$ cat src/rtl/core/sfp_pkg.sv
// Package with the types, constants and string tables of the STOMP frame parser.
package sfp_pkg;

  localparam int unsigned NumCmds = 15;
  localparam int unsigned NumKeys = 19;
  localparam logic [4:0] ContentLengthId = 5'd3;

  typedef enum logic [2:0] {
    PH_CMD  = 3'd0,
    PH_KEY  = 3'd1,
    PH_VAL  = 3'd2,
    PH_BODY = 3'd3,
    PH_ERR  = 3'd4
  } phase_e;

  typedef enum logic [2:0] {
    LF_NONE = 3'd0,
    LF_CAPT = 3'd1,
    LF_HELD = 3'd2,
    LF_BAD  = 3'd3,
    LF_OVER = 3'd4
  } len_flag_e;

  typedef enum logic [2:0] {
    CLS_CMD   = 3'd0,
    CLS_KEY   = 3'd1,
    CLS_COLON = 3'd2,
    CLS_VAL   = 3'd3,
    CLS_EOL   = 3'd4,
    CLS_BODY  = 3'd5,
    CLS_NULL  = 3'd6,
    CLS_ERR   = 3'd7
  } byte_class_e;

  typedef enum logic [3:0] {
    ERR_NONE      = 4'd0,
    ERR_CMD_EOL   = 4'd1,
    ERR_CMD_BAD   = 4'd2,
    ERR_VAL_EOL   = 4'd3,
    ERR_VAL_EMPTY = 4'd4,
    ERR_KEY_BAD   = 4'd5,
    ERR_HDR_END   = 4'd6,
    ERR_NO_BLANK  = 4'd7,
    ERR_NO_NULL   = 4'd8,
    ERR_AFTER_NUL = 4'd9,
    ERR_LEN_NAN   = 4'd10,
    ERR_LEN_MISM  = 4'd11
  } err_e;

  localparam logic [7:0] ChNul   = 8'h00;
  localparam logic [7:0] ChColon = 8'h3A;
  localparam logic [7:0] ChLf    = 8'h0A;
  localparam logic [3:0] CmdNone = 4'd15;

  // Command character at a position, 0 past the end of the name.
  function automatic logic [7:0] cmd_char(input logic [3:0] idx, input logic [3:0] pos);
    logic [8*11-1:0] s;
    case (idx)
      4'd0:  s = {"ABORT", 48'h0};
      4'd1:  s = {"ACK", 64'h0};
      4'd2:  s = {"BEGIN", 48'h0};
      4'd3:  s = {"COMMIT", 40'h0};
      4'd4:  s = {"CONNECT", 32'h0};
      4'd5:  s = {"CONNECTED", 16'h0};
      4'd6:  s = {"DISCONNECT", 8'h0};
      4'd7:  s = {"ERROR", 48'h0};
      4'd8:  s = {"MESSAGE", 32'h0};
      4'd9:  s = {"NACK", 56'h0};
      4'd10: s = {"RECEIPT", 32'h0};
      4'd11: s = {"SEND", 56'h0};
      4'd12: s = {"STOMP", 48'h0};
      4'd13: s = {"SUBSCRIBE", 16'h0};
      default: s = "UNSUBSCRIBE";
    endcase
    if (pos > 4'd10) begin
      return 8'h0;
    end
    return s[8*(10-pos) +: 8];
  endfunction

  function automatic logic [3:0] cmd_len(input logic [3:0] idx);
    case (idx)
      4'd0: return 4'd5;  4'd1: return 4'd3;  4'd2: return 4'd5;  4'd3: return 4'd6;
      4'd4: return 4'd7;  4'd5: return 4'd9;  4'd6: return 4'd10; 4'd7: return 4'd5;
      4'd8: return 4'd7;  4'd9: return 4'd4;  4'd10: return 4'd7; 4'd11: return 4'd4;
      4'd12: return 4'd5; 4'd13: return 4'd9; default: return 4'd11;
    endcase
  endfunction

  // Header key character at a position, 0 past the end of the key.
  function automatic logic [7:0] key_char(input logic [4:0] idx, input logic [3:0] pos);
    logic [8*14-1:0] s;
    case (idx)
      5'd0:  s = "accept-version";
      5'd1:  s = {"ack", 88'h0};
      5'd2:  s = "content-length";
      5'd3:  s = {"content-type", 16'h0};
      5'd4:  s = {"destination", 24'h0};
      5'd5:  s = {"heart-beat", 32'h0};
      5'd6:  s = {"host", 80'h0};
      5'd7:  s = {"id", 96'h0};
      5'd8:  s = {"login", 72'h0};
      5'd9:  s = {"message", 56'h0};
      5'd10: s = {"message-id", 32'h0};
      5'd11: s = {"passcode", 48'h0};
      5'd12: s = {"receipt", 56'h0};
      5'd13: s = {"receipt-id", 32'h0};
      5'd14: s = {"session", 56'h0};
      5'd15: s = {"subscription", 16'h0};
      5'd16: s = {"transaction", 24'h0};
      5'd17: s = {"server", 64'h0};
      default: s = {"version", 56'h0};
    endcase
    if (pos > 4'd13) begin
      return 8'h0;
    end
    return s[8*(13-pos) +: 8];
  endfunction

  function automatic logic [3:0] key_len(input logic [4:0] idx);
    case (idx)
      5'd0: return 4'd14;  5'd1: return 4'd3;   5'd2: return 4'd14;  5'd3: return 4'd12;
      5'd4: return 4'd11;  5'd5: return 4'd10;  5'd6: return 4'd4;   5'd7: return 4'd2;
      5'd8: return 4'd5;   5'd9: return 4'd7;   5'd10: return 4'd10; 5'd11: return 4'd8;
      5'd12: return 4'd7;  5'd13: return 4'd10; 5'd14: return 4'd7;  5'd15: return 4'd12;
      5'd16: return 4'd11; 5'd17: return 4'd6;  default: return 4'd7;
    endcase
  endfunction

  // Byte and its last flag after the input register.
  typedef struct packed {
    logic [7:0] data;
    logic       last;
  } in_item_t;

  // Outcome of the string matchers for the current byte.
  typedef struct packed {
    logic [NumCmds-1:0] cmd_live_nx;
    logic [NumKeys-1:0] key_live_nx;
    logic               cmd_hit;
    logic [3:0]         cmd_idx;
    logic               key_hit;
    logic [4:0]         key_idx;
  } match_t;

endpackage

$ cat src/rtl/core/sfp_in_if.sv
// Input and result channel interfaces of the STOMP frame parser.
interface sfp_in_if;
  logic       valid;
  logic       ready;
  logic [7:0] data;
  logic       last;
  modport source (output valid, data, last, input ready);
  modport sink (input valid, data, last, output ready);
endinterface

interface sfp_out_if;
  logic        valid;
  logic        ready;
  logic [2:0]  byte_class;
  logic [4:0]  header_id;
  logic        frame_done;
  logic [3:0]  status;
  logic [3:0]  command;
  logic [31:0] body_length;
  logic        length_given;
  modport source (output valid, byte_class, header_id, frame_done, status, command,
                  body_length, length_given, input ready);
  modport sink (input valid, byte_class, header_id, frame_done, status, command,
                body_length, length_given, output ready);
endinterface

$ cat src/rtl/core/stomp_frame_parser.sv
// STOMP frame parser: input register, frame state machine, result register.
// Takes one frame byte per cycle while the result side keeps up and gives
// one result item per byte, via the input then the result register. The
// input register and the result register each hold one item and move
// together, so a byte is taken in every cycle the result side keeps up; the
// command and key matchers are parallel comparators against constant tables.
module stomp_frame_parser #(
  parameter int unsigned LEN_WIDTH = 32
) (
  input logic clk_i,
  input logic rst_ni,
  sfp_in_if.sink    in_i,
  sfp_out_if.source out_o
);

  localparam int unsigned CmpW = (LEN_WIDTH > 32) ? LEN_WIDTH : 32;
  localparam int unsigned ExtW = LEN_WIDTH + 4;

  // Handshake of the two register stages.
  logic             in_vld_q;
  sfp_pkg::in_item_t in_q;
  logic             adv;

  assign adv = !out_o.valid || out_o.ready;
  assign in_i.ready = !in_vld_q || adv;

  always_ff @(posedge clk_i or negedge rst_ni) begin
    if (!rst_ni) begin
      in_vld_q <= 1'b0;
    end else if (in_i.ready) begin
      in_vld_q <= in_i.valid;
    end
  end

  always_ff @(posedge clk_i) begin
    if (in_i.ready && in_i.valid) begin
      in_q <= '{data: in_i.data, last: in_i.last};
    end
  end

  // Frame state.
  sfp_pkg::phase_e    phase_q, phase_d;
  sfp_pkg::len_flag_e lf_q, lf_d;
  logic [sfp_pkg::NumCmds-1:0] cmd_live_q, cmd_live_d;
  logic [sfp_pkg::NumKeys-1:0] key_live_q, key_live_d;
  logic [3:0]  pos_q, pos_d;
  logic [4:0]  hdr_q, hdr_d;
  logic        nonempty_q, nonempty_d;
  logic [LEN_WIDTH-1:0] len_q, len_d;
  logic [31:0] body_q, body_d;
  logic        null_q, null_d;
  logic [3:0]  err_q, err_d;
  logic [3:0]  cmd_q, cmd_d;

  sfp_pkg::match_t m;

  sfp_match u_match (
    .data_i     (in_q.data),
    .pos_i      (pos_q),
    .cmd_live_i (cmd_live_q),
    .key_live_i (key_live_q),
    .match_o    (m)
  );

  logic [2:0] cls;
  logic [4:0] hid;
  logic [3:0] dig;
  logic       is_dig;
  logic       fits;
  logic       step;
  logic [ExtW-1:0] len_nx;

  assign step   = in_vld_q && adv;
  assign dig    = 4'(in_q.data - 8'h30);
  assign is_dig = in_q.data >= 8'h30 && in_q.data <= 8'h39;
  // The value times ten plus the digit, built from two shifts; it fits when
  // nothing spills above the value width.
  assign len_nx = {1'b0, len_q, 3'b000} + {3'b000, len_q, 1'b0} + ExtW'(dig);
  assign fits   = len_nx[ExtW-1:LEN_WIDTH] == 4'd0;

  // Next state for one byte.
  always_comb begin
    phase_d = phase_q; lf_d = lf_q; cmd_live_d = cmd_live_q; key_live_d = key_live_q;
    pos_d = pos_q; hdr_d = hdr_q; nonempty_d = nonempty_q; len_d = len_q;
    body_d = body_q; null_d = null_q; err_d = err_q; cmd_d = cmd_q;
    cls = sfp_pkg::CLS_ERR; hid = '0;
    unique case (phase_q)
      sfp_pkg::PH_CMD: begin
        if (in_q.data == sfp_pkg::ChLf) begin
          cls = sfp_pkg::CLS_EOL;
          if (!m.cmd_hit) begin
            err_d = sfp_pkg::ERR_CMD_BAD; phase_d = sfp_pkg::PH_ERR;
          end else begin
            cmd_d = m.cmd_idx;
            if (in_q.last) begin
              err_d = sfp_pkg::ERR_NO_BLANK; phase_d = sfp_pkg::PH_ERR;
            end else begin
              phase_d = sfp_pkg::PH_KEY; pos_d = '0; key_live_d = '1;
              hdr_d = '0; nonempty_d = 1'b0;
            end
          end
        end else begin
          cls = sfp_pkg::CLS_CMD;
          cmd_live_d = m.cmd_live_nx;
          if (pos_q != 4'd15) pos_d = pos_q + 4'd1;
          if (in_q.last) begin
            err_d = sfp_pkg::ERR_CMD_EOL; phase_d = sfp_pkg::PH_ERR;
          end
        end
      end
      sfp_pkg::PH_KEY: begin
        if (in_q.data == sfp_pkg::ChLf) begin
          cls = sfp_pkg::CLS_EOL;
          if (pos_q == '0) begin
            phase_d = sfp_pkg::PH_BODY;
            if (in_q.last) begin
              err_d = sfp_pkg::ERR_NO_NULL; phase_d = sfp_pkg::PH_ERR;
            end
          end else begin
            err_d = sfp_pkg::ERR_NO_BLANK; phase_d = sfp_pkg::PH_ERR;
          end
        end else if (in_q.data == sfp_pkg::ChColon) begin
          cls = sfp_pkg::CLS_COLON;
          hdr_d = m.key_hit ? m.key_idx + 5'd1 : 5'd0;
          nonempty_d = 1'b0;
          phase_d = sfp_pkg::PH_VAL;
          if (hdr_d == sfp_pkg::ContentLengthId && lf_q == sfp_pkg::LF_NONE)
            lf_d = sfp_pkg::LF_CAPT;
          if (in_q.last) begin
            err_d = sfp_pkg::ERR_VAL_EOL; phase_d = sfp_pkg::PH_ERR;
          end
        end else begin
          cls = sfp_pkg::CLS_KEY;
          key_live_d = m.key_live_nx;
          if (pos_q != 4'd15) pos_d = pos_q + 4'd1;
          if (in_q.last) begin
            err_d = sfp_pkg::ERR_NO_BLANK; phase_d = sfp_pkg::PH_ERR;
          end
        end
      end
      sfp_pkg::PH_VAL: begin
        if (in_q.data == sfp_pkg::ChLf) begin
          cls = sfp_pkg::CLS_EOL;
          if (lf_q == sfp_pkg::LF_CAPT)
            lf_d = nonempty_q ? sfp_pkg::LF_HELD : sfp_pkg::LF_BAD;
          if (!nonempty_q) begin
            err_d = sfp_pkg::ERR_VAL_EMPTY; phase_d = sfp_pkg::PH_ERR;
          end else if (hdr_q == '0) begin
            err_d = sfp_pkg::ERR_KEY_BAD; phase_d = sfp_pkg::PH_ERR;
          end else if (in_q.last) begin
            err_d = sfp_pkg::ERR_HDR_END; phase_d = sfp_pkg::PH_ERR;
          end else begin
            phase_d = sfp_pkg::PH_KEY; pos_d = '0; key_live_d = '1;
            hdr_d = '0; nonempty_d = 1'b0;
          end
        end else begin
          cls = sfp_pkg::CLS_VAL;
          hid = hdr_q;
          if (lf_q == sfp_pkg::LF_CAPT) begin
            if (is_dig) begin
              if (fits) len_d = len_nx[LEN_WIDTH-1:0];
              else lf_d = sfp_pkg::LF_OVER;
            end else begin
              lf_d = nonempty_q ? sfp_pkg::LF_HELD : sfp_pkg::LF_BAD;
            end
          end
          nonempty_d = 1'b1;
          if (in_q.last) begin
            err_d = sfp_pkg::ERR_VAL_EOL; phase_d = sfp_pkg::PH_ERR;
          end
        end
      end
      sfp_pkg::PH_BODY: begin
        if (null_q) begin
          cls = (in_q.data == sfp_pkg::ChNul) ? sfp_pkg::CLS_NULL : sfp_pkg::CLS_BODY;
          err_d = sfp_pkg::ERR_AFTER_NUL; phase_d = sfp_pkg::PH_ERR;
        end else if (in_q.data == sfp_pkg::ChNul) begin
          cls = sfp_pkg::CLS_NULL;
          null_d = 1'b1;
          if (in_q.last) begin
            if (lf_q == sfp_pkg::LF_BAD) begin
              err_d = sfp_pkg::ERR_LEN_NAN;
            end else if (lf_q == sfp_pkg::LF_OVER) begin
              err_d = sfp_pkg::ERR_LEN_MISM;
            end else if (lf_q != sfp_pkg::LF_NONE
                         && CmpW'(len_q) != CmpW'(body_q)) begin
              err_d = sfp_pkg::ERR_LEN_MISM;
            end
          end
        end else begin
          cls = sfp_pkg::CLS_BODY;
          if (body_q != '1) body_d = body_q + 32'd1;
          if (in_q.last) begin
            err_d = sfp_pkg::ERR_NO_NULL; phase_d = sfp_pkg::PH_ERR;
          end
        end
      end
      default: cls = sfp_pkg::CLS_ERR;
    endcase
    // The first error latches: a later one never overwrites it.
    if (err_q != sfp_pkg::ERR_NONE) err_d = err_q;
  end

  // State registers; a last byte restores the reset state for the next frame.
  always_ff @(posedge clk_i or negedge rst_ni) begin
    if (!rst_ni) begin
      phase_q <= sfp_pkg::PH_CMD; lf_q <= sfp_pkg::LF_NONE;
      cmd_live_q <= '1; key_live_q <= '1; pos_q <= '0; hdr_q <= '0;
      nonempty_q <= 1'b0; len_q <= '0; body_q <= '0; null_q <= 1'b0;
      err_q <= sfp_pkg::ERR_NONE; cmd_q <= sfp_pkg::CmdNone;
    end else if (step) begin
      if (in_q.last) begin
        phase_q <= sfp_pkg::PH_CMD; lf_q <= sfp_pkg::LF_NONE;
        cmd_live_q <= '1; key_live_q <= '1; pos_q <= '0; hdr_q <= '0;
        nonempty_q <= 1'b0; len_q <= '0; body_q <= '0; null_q <= 1'b0;
        err_q <= sfp_pkg::ERR_NONE; cmd_q <= sfp_pkg::CmdNone;
      end else begin
        phase_q <= phase_d; lf_q <= lf_d; cmd_live_q <= cmd_live_d;
        key_live_q <= key_live_d; pos_q <= pos_d; hdr_q <= hdr_d;
        nonempty_q <= nonempty_d; len_q <= len_d; body_q <= body_d;
        null_q <= null_d; err_q <= err_d; cmd_q <= cmd_d;
      end
    end
  end

  // Result register.
  logic out_vld_q;
  always_ff @(posedge clk_i or negedge rst_ni) begin
    if (!rst_ni) begin
      out_vld_q <= 1'b0;
    end else if (adv) begin
      out_vld_q <= in_vld_q;
    end
  end

  always_ff @(posedge clk_i) begin
    if (step) begin
      out_o.byte_class   <= cls;
      out_o.header_id    <= hid;
      out_o.frame_done   <= in_q.last;
      out_o.status       <= in_q.last ? err_d : 4'd0;
      out_o.command      <= in_q.last ? cmd_d : 4'd0;
      out_o.body_length  <= in_q.last ? body_d : 32'd0;
      out_o.length_given <= in_q.last && (lf_d != sfp_pkg::LF_NONE);
    end
  end

  assign out_o.valid = out_vld_q;

endmodule

$ cat src/rtl/core/sfp_match.sv
// Parallel command and header key matchers that narrow candidate sets.
module sfp_match (
  input  logic [7:0]                  data_i,
  input  logic [3:0]                  pos_i,
  input  logic [sfp_pkg::NumCmds-1:0] cmd_live_i,
  input  logic [sfp_pkg::NumKeys-1:0] key_live_i,
  output sfp_pkg::match_t             match_o
);

  // Narrow on the current byte and pick a live candidate of matching length.
  always_comb begin
    match_o = '0;
    for (int i = 0; i < sfp_pkg::NumCmds; i++) begin
      match_o.cmd_live_nx[i] = cmd_live_i[i] && (pos_i < sfp_pkg::cmd_len(4'(i)))
          && (sfp_pkg::cmd_char(4'(i), pos_i) == data_i);
    end
    for (int i = sfp_pkg::NumCmds - 1; i >= 0; i--) begin
      if (cmd_live_i[i] && sfp_pkg::cmd_len(4'(i)) == pos_i) begin
        match_o.cmd_hit = 1'b1;
        match_o.cmd_idx = 4'(i);
      end
    end
    for (int i = 0; i < sfp_pkg::NumKeys; i++) begin
      match_o.key_live_nx[i] = key_live_i[i] && (pos_i < sfp_pkg::key_len(5'(i)))
          && (sfp_pkg::key_char(5'(i), pos_i) == data_i);
    end
    for (int i = sfp_pkg::NumKeys - 1; i >= 0; i--) begin
      if (key_live_i[i] && sfp_pkg::key_len(5'(i)) == pos_i) begin
        match_o.key_hit = 1'b1;
        match_o.key_idx = 5'(i);
      end
    end
  end

endmodule

$ cat src/flat_wrapper.sv
// flat-port wrapper written by rule: the top's interface ports become plain ports
module stomp_frame_parser_flat 
#(
  parameter int unsigned LEN_WIDTH = 32
)
  (clk_i, rst_ni, in_i_valid, in_i_data, in_i_last, in_i_ready, out_o_valid, out_o_byte_class, out_o_header_id, out_o_frame_done, out_o_status, out_o_command, out_o_body_length, out_o_length_given, out_o_ready);
  sfp_in_if in_i_i ();
  sfp_out_if out_o_i ();
  input logic clk_i;
  input logic rst_ni;
  input wire logic [$bits(in_i_i.valid)-1:0] in_i_valid;
  input wire logic [$bits(in_i_i.data)-1:0] in_i_data;
  input wire logic [$bits(in_i_i.last)-1:0] in_i_last;
  output wire logic [$bits(in_i_i.ready)-1:0] in_i_ready;
  output wire logic [$bits(out_o_i.valid)-1:0] out_o_valid;
  output wire logic [$bits(out_o_i.byte_class)-1:0] out_o_byte_class;
  output wire logic [$bits(out_o_i.header_id)-1:0] out_o_header_id;
  output wire logic [$bits(out_o_i.frame_done)-1:0] out_o_frame_done;
  output wire logic [$bits(out_o_i.status)-1:0] out_o_status;
  output wire logic [$bits(out_o_i.command)-1:0] out_o_command;
  output wire logic [$bits(out_o_i.body_length)-1:0] out_o_body_length;
  output wire logic [$bits(out_o_i.length_given)-1:0] out_o_length_given;
  input wire logic [$bits(out_o_i.ready)-1:0] out_o_ready;
  assign in_i_i.valid = in_i_valid;
  assign in_i_i.data = in_i_data;
  assign in_i_i.last = in_i_last;
  assign in_i_ready = in_i_i.ready;
  assign out_o_valid = out_o_i.valid;
  assign out_o_byte_class = out_o_i.byte_class;
  assign out_o_header_id = out_o_i.header_id;
  assign out_o_frame_done = out_o_i.frame_done;
  assign out_o_status = out_o_i.status;
  assign out_o_command = out_o_i.command;
  assign out_o_body_length = out_o_i.body_length;
  assign out_o_length_given = out_o_i.length_given;
  assign out_o_i.ready = out_o_ready;
  stomp_frame_parser #(.LEN_WIDTH(LEN_WIDTH)) u_core (.clk_i(clk_i), .rst_ni(rst_ni), .in_i(in_i_i), .out_o(out_o_i));
endmodule
$ cat config.mk
export PLATFORM = sky130hd
export DESIGN_NAME = stomp_frame_parser_flat
export DESIGN_NICKNAME = d
export VERILOG_FILES = /design/src/rtl/core/sfp_pkg.sv /design/src/rtl/core/sfp_in_if.sv /design/src/rtl/core/stomp_frame_parser.sv /design/src/rtl/core/sfp_match.sv /design/src/flat_wrapper.sv
export SDC_FILE = /design/constraint.sdc
export NUM_CORES = 1
export LEC_CHECK = 0
export ABC_AREA = 1
export BUFFER_PORTS_ARGS = -buffer_cell sky130_fd_sc_hd__buf_2
export CORE_MARGIN = 2
export CORE_UTILIZATION = 60
export CTS_BUF_LIST = sky130_fd_sc_hd__clkbuf_4 sky130_fd_sc_hd__clkbuf_8
export CTS_CLUSTER_SIZE = 25
export DETAILED_ROUTE_END_ITERATION = 8
export PLACE_DENSITY_LB_ADDON = 0.25
export RECOVER_POWER = 100
export SKIP_LAST_GASP = 1
export SLEW_MARGIN = 20
export SYNTH_ARGS = -nofsm -noshare
export SYNTH_HDL_FRONTEND = slang
export SYNTH_HIERARCHICAL = 1
export SYNTH_SLANG_ARGS = --single-unit
$ cat constraint.sdc
create_clock -name clk_i -period 9.5 [get_ports clk_i]
set_input_delay 0.95 -clock clk_i [delete_from_list [all_inputs] [get_ports clk_i]]
set_output_delay 0.95 -clock clk_i [all_outputs]
set_load 0.02 [all_outputs]
==> impl_metrics.json <==
{
  "power_mw": 5.48,
  "synth_edf_count": 59,
  "end_kind": "flip-flop",
  "design.core.area_um2": 27600,
  "cts-htree-levels": 4,
  "cts_setup_buffers": 0,
  "critPathMaxStageDelay_ns": 1.54,
  "fin_setup_tns_ns": 0,
  "synth_adder_area_share_pct": 6.15,
  "start_util_pct": 60.6,
  "crit_type": "reg2reg",
  "hp-start": "u_core/hdr_q[4]",
  "num_rows": 61,
  "synthDistinctLibCells": 72,
  "required_ns": 9.92,
  "fin_ws_ns": 3.08,
  "die_h_um": 171,
  "route.detailed.drc": 0,
  "reg2reg_setup_slack_ns": 3.08,
  "synth-xor-area-share_pct": 7.02,
  "status": "finished with violations",
  "grt_usage_pct": 38.1,
  "min_path_cells": 2,
  "pre_cts_ws_ns": 5.24,
  "crit_path_start_kind": "flip-flop",
  "fmax_mhz": 156,
  "viasPerCell": 6.03,
  "cts_tree": "done",
  "area_growth_pct": 4.48,
  "ys_seq_elements": 184,
  "clock-skew-final_ns": 0.0222,
  "drive_gt1_share_pct": 9.58,
  "rr_worst_depth": 8,
  "p_comb_share_pct": 66.9,
  "fillers": 2700,
  "drtPass1Iterations": 7,
  "worst_slew_pin_slew_ns": 3.86,
  "cts_num_sinks": 184,
  "syn-num-nets": 2533,
  "dr_total_vias": 17209,
  "holdBufCountCts": 0,
  "r2r-start": "u_core/in_q[0]",
  "violations": "max-capacitance violations, max-slew violations",
  "muxShareOfSynthArea_pct": 0.0598,
  "critPathMaxFanout": 78,
  "antenna_cells": 0,
  "cp_num_buf_inv": 4,
  "io-pin-count": 65,
  "r2r_end": "u_core/key_live_q[9]",
  "finish.net_count": 2555,
  "maxCapViolations": 7,
  "drt_iter0_markers": 2094,
  "p_leak_nw": 8.46,
  "p_sw_share_pct": 56.3,
  "layout_commonest_cell": "nand2_1",
  "antenna_found_initial": 0,
  "netSwitchingPower_mw": 3.08,
  "final_antenna_net_count": 0,
  "clkTransAtPathRegs_ns": 0.11,
  "grt_max_degree": 79,
  "clock_path_buffers": 2,
  "finalMaxSlewViolations": 323,
  "fin_crit_ns": 6.42,
  "crit_slowest_cell": "clkbuf_1",
  "layout_common_cells": "nand2_1, nor2_1, inv_1",
  "clockPowerShare_pct": 10.7,
  "critPathArrivalTime_ns": 6.85,
  "grt_first_pass_wirelength_um": 86400,
  "vdd_drop_max_mv": 0.294,
  "crit_chain": "clkbuf_1 -> clkinv_1 -> clkbuf_1 -> a311oi_1 -> and2_0 -> clkbuf_1 -> nor2_1 -> a21oi_1",
  "ys.flop_type": "dfrtp_1",
  "numPortBuffers": 64,
  "post-place-cells": 2820,
  "dp_hpwl_um": 41200,
  "yosysWarningCount": 6,
  "avgSynthCellArea_um2": 6.86,
  "syn_inst": 2439,
  "die_width_um": 171,
  "final_util_pct": 63.3,
  "rsz0062_at_grt": "no",
  "fin_crit_sh_pct": 67.6,
  "hold_class": "reg2reg",
  "overflow": 0,
  "synthSimpleGateAreaFrac_pct": 35.1,
  "final_cells": 2852,
  "setup-violations-final": 0,
  "avgRoutedWirePerCell_um": 19.5,
  "finalWirelength_um": 55600,
  "synth_top_family_by_area": "simple AND/OR/NAND/NOR gates",
  "clk_latency_ns": 0.51,
  "grt_pass1_vias": 16055,
  "crit_top_cell": "clkbuf_1",
  "die_area_um2": 29200,
  "gp_congestion": 1.02,
  "cts-resized-gates": 0,
  "synth_compound_area_share_pct": 13.5,
  "slew_headroom_pct": -157,
  "seq_power_share_pct": 22.4,
  "p_int_mw": 2.40,
  "min_to": "u_core/hdr_q[4]",
  "cpLargestDelayFamily": "buffers and inverters",
  "syn_area_um2": 16700,
  "hold_viol": 0,
  "async_reset_ff_share_pct": 67.9,
  "cts_root_buffer": "clkbuf_8",
  "power_density_nw_per_um2": 314,
  "synth-seq-area-share_pct": 29.6,
  "cts_buffers": 17
}
-- stage by stage --
stage,instance area [µm²],hold slack [ns]
after global routing,17500,0.540
after CTS,17700,0.504
after floorplan,16700,0.424
after global placement,17300,0.472
final,17500,0.503
after detailed placement,17300,0.477
-- layout make-up --
| class | count | area, µm² | share of cell area [%] |
|---|---|---|---|
| Tap cell | 378 | 473 | 2.71 |
| Multi-Input combinational cell | 1904 | 10200 | 58.6 |
| Inverter | 272 | 1020 | 5.86 |
| Timing Repair Buffer | 82 | 367 | 2.10 |
| Sequential cell | 184 | 4950 | 28.3 |
| Clock buffer | 19 | 249 | 1.42 |
| Clock inverter | 13 | 176 | 1.01 |
-- worst min-delay path: cells and delay by family (launching register included) --
kind / cells / cell delay [ns]
flops: 1 / 0.37
simple gates: 1 / 0.05
compound gates: 1 / 0.05
-- synthesized netlist by cell type, drive strengths merged, types with 10 or more instances --
master,instances,share of area [%]
clkbuf,40,0.90
nand2,696,17
a31oi,10,0.37
a21oi,127,4.0
inv,271,6.1
ha,79,5.9
nand3,148,4.5
o211ai,13,0.58
nand4,50,1.9
dfrtp,87,13
nor4,19,0.84
xor2,115,6.0
xnor2,19,0.99
dfstp,38,6.0
nor3,49,1.7
nor2,315,7.6
or2,24,0.91
buf,39,1.5
o22ai,27,1.0
o21ai,141,5.0
edfxtp,59,11
-- worst max-delay path by stage --
stage	start	endpoint	slack, ns	depth (start not counted)
after floorplan	out_o_ready	u_core/out_o.body_length[0]	6.12	5
after global placement	out_o_ready	u_core/len_q[3]	5.37	11
after detailed placement	out_o_ready	u_core/len_q[1]	5.24	11
after CTS	u_core/in_q[4]	u_core/len_q[1]	5.46	21
after global routing	u_core/in_q[0]	u_core/key_live_q[8]	2.79	8
final	u_core/in_q[0]	u_core/key_live_q[9]	3.08	8
-- kinds of logic (layout without fill, tap and decap cells) --
group                    count (synthesis)  in the layout
AND/OR/NAND/NOR                       1318           1318
AO/OA/AOI/OAI                          370            370
buffers and inverters                  351            386
flip-flops                             184            184
XOR/XNOR                               134            134
adder cells (fa/ha/maj)                 81             81
multiplexers                             1              1
-- power by group through the flow --
stage / clock [mW] / combinational, mW / sequential [mW]
3_5_place_dp: 0 / 3.56 / 1.24
4_1_cts: 0.598 / 3.58 / 1.23
5_1_grt: 0.622 / 4.01 / 1.25
3_3_place_gp: 0 / 3.53 / 1.24
6_report: 0.588 / 3.67 / 1.23
2_1_floorplan: 0 / 2.68 / 1.20
-- per-layer routing --
metal  share of wire [%]  GRT usage (%)
met4                 6.0           21.2
met5                   0              0
met2                  47           63.9
met3                 8.8           6.20
met1                  39           46.8
-- state kept, by name, indices dropped and copies added, names as in the netlist, 5 cells and up --
| name | cells |
|---|---|
| u_core/out_o.header_id | 5 |
| u_core/body_q | 32 |
| u_core/len_q | 32 |
| u_core/cmd_live_q | 15 |
| u_core/out_o.body_length | 32 |
| u_core/in_q | 9 |
| u_core/hdr_q | 5 |
| u_core/key_live_q | 19 |
No activity file was read; power rests on OpenSTA's default activity.
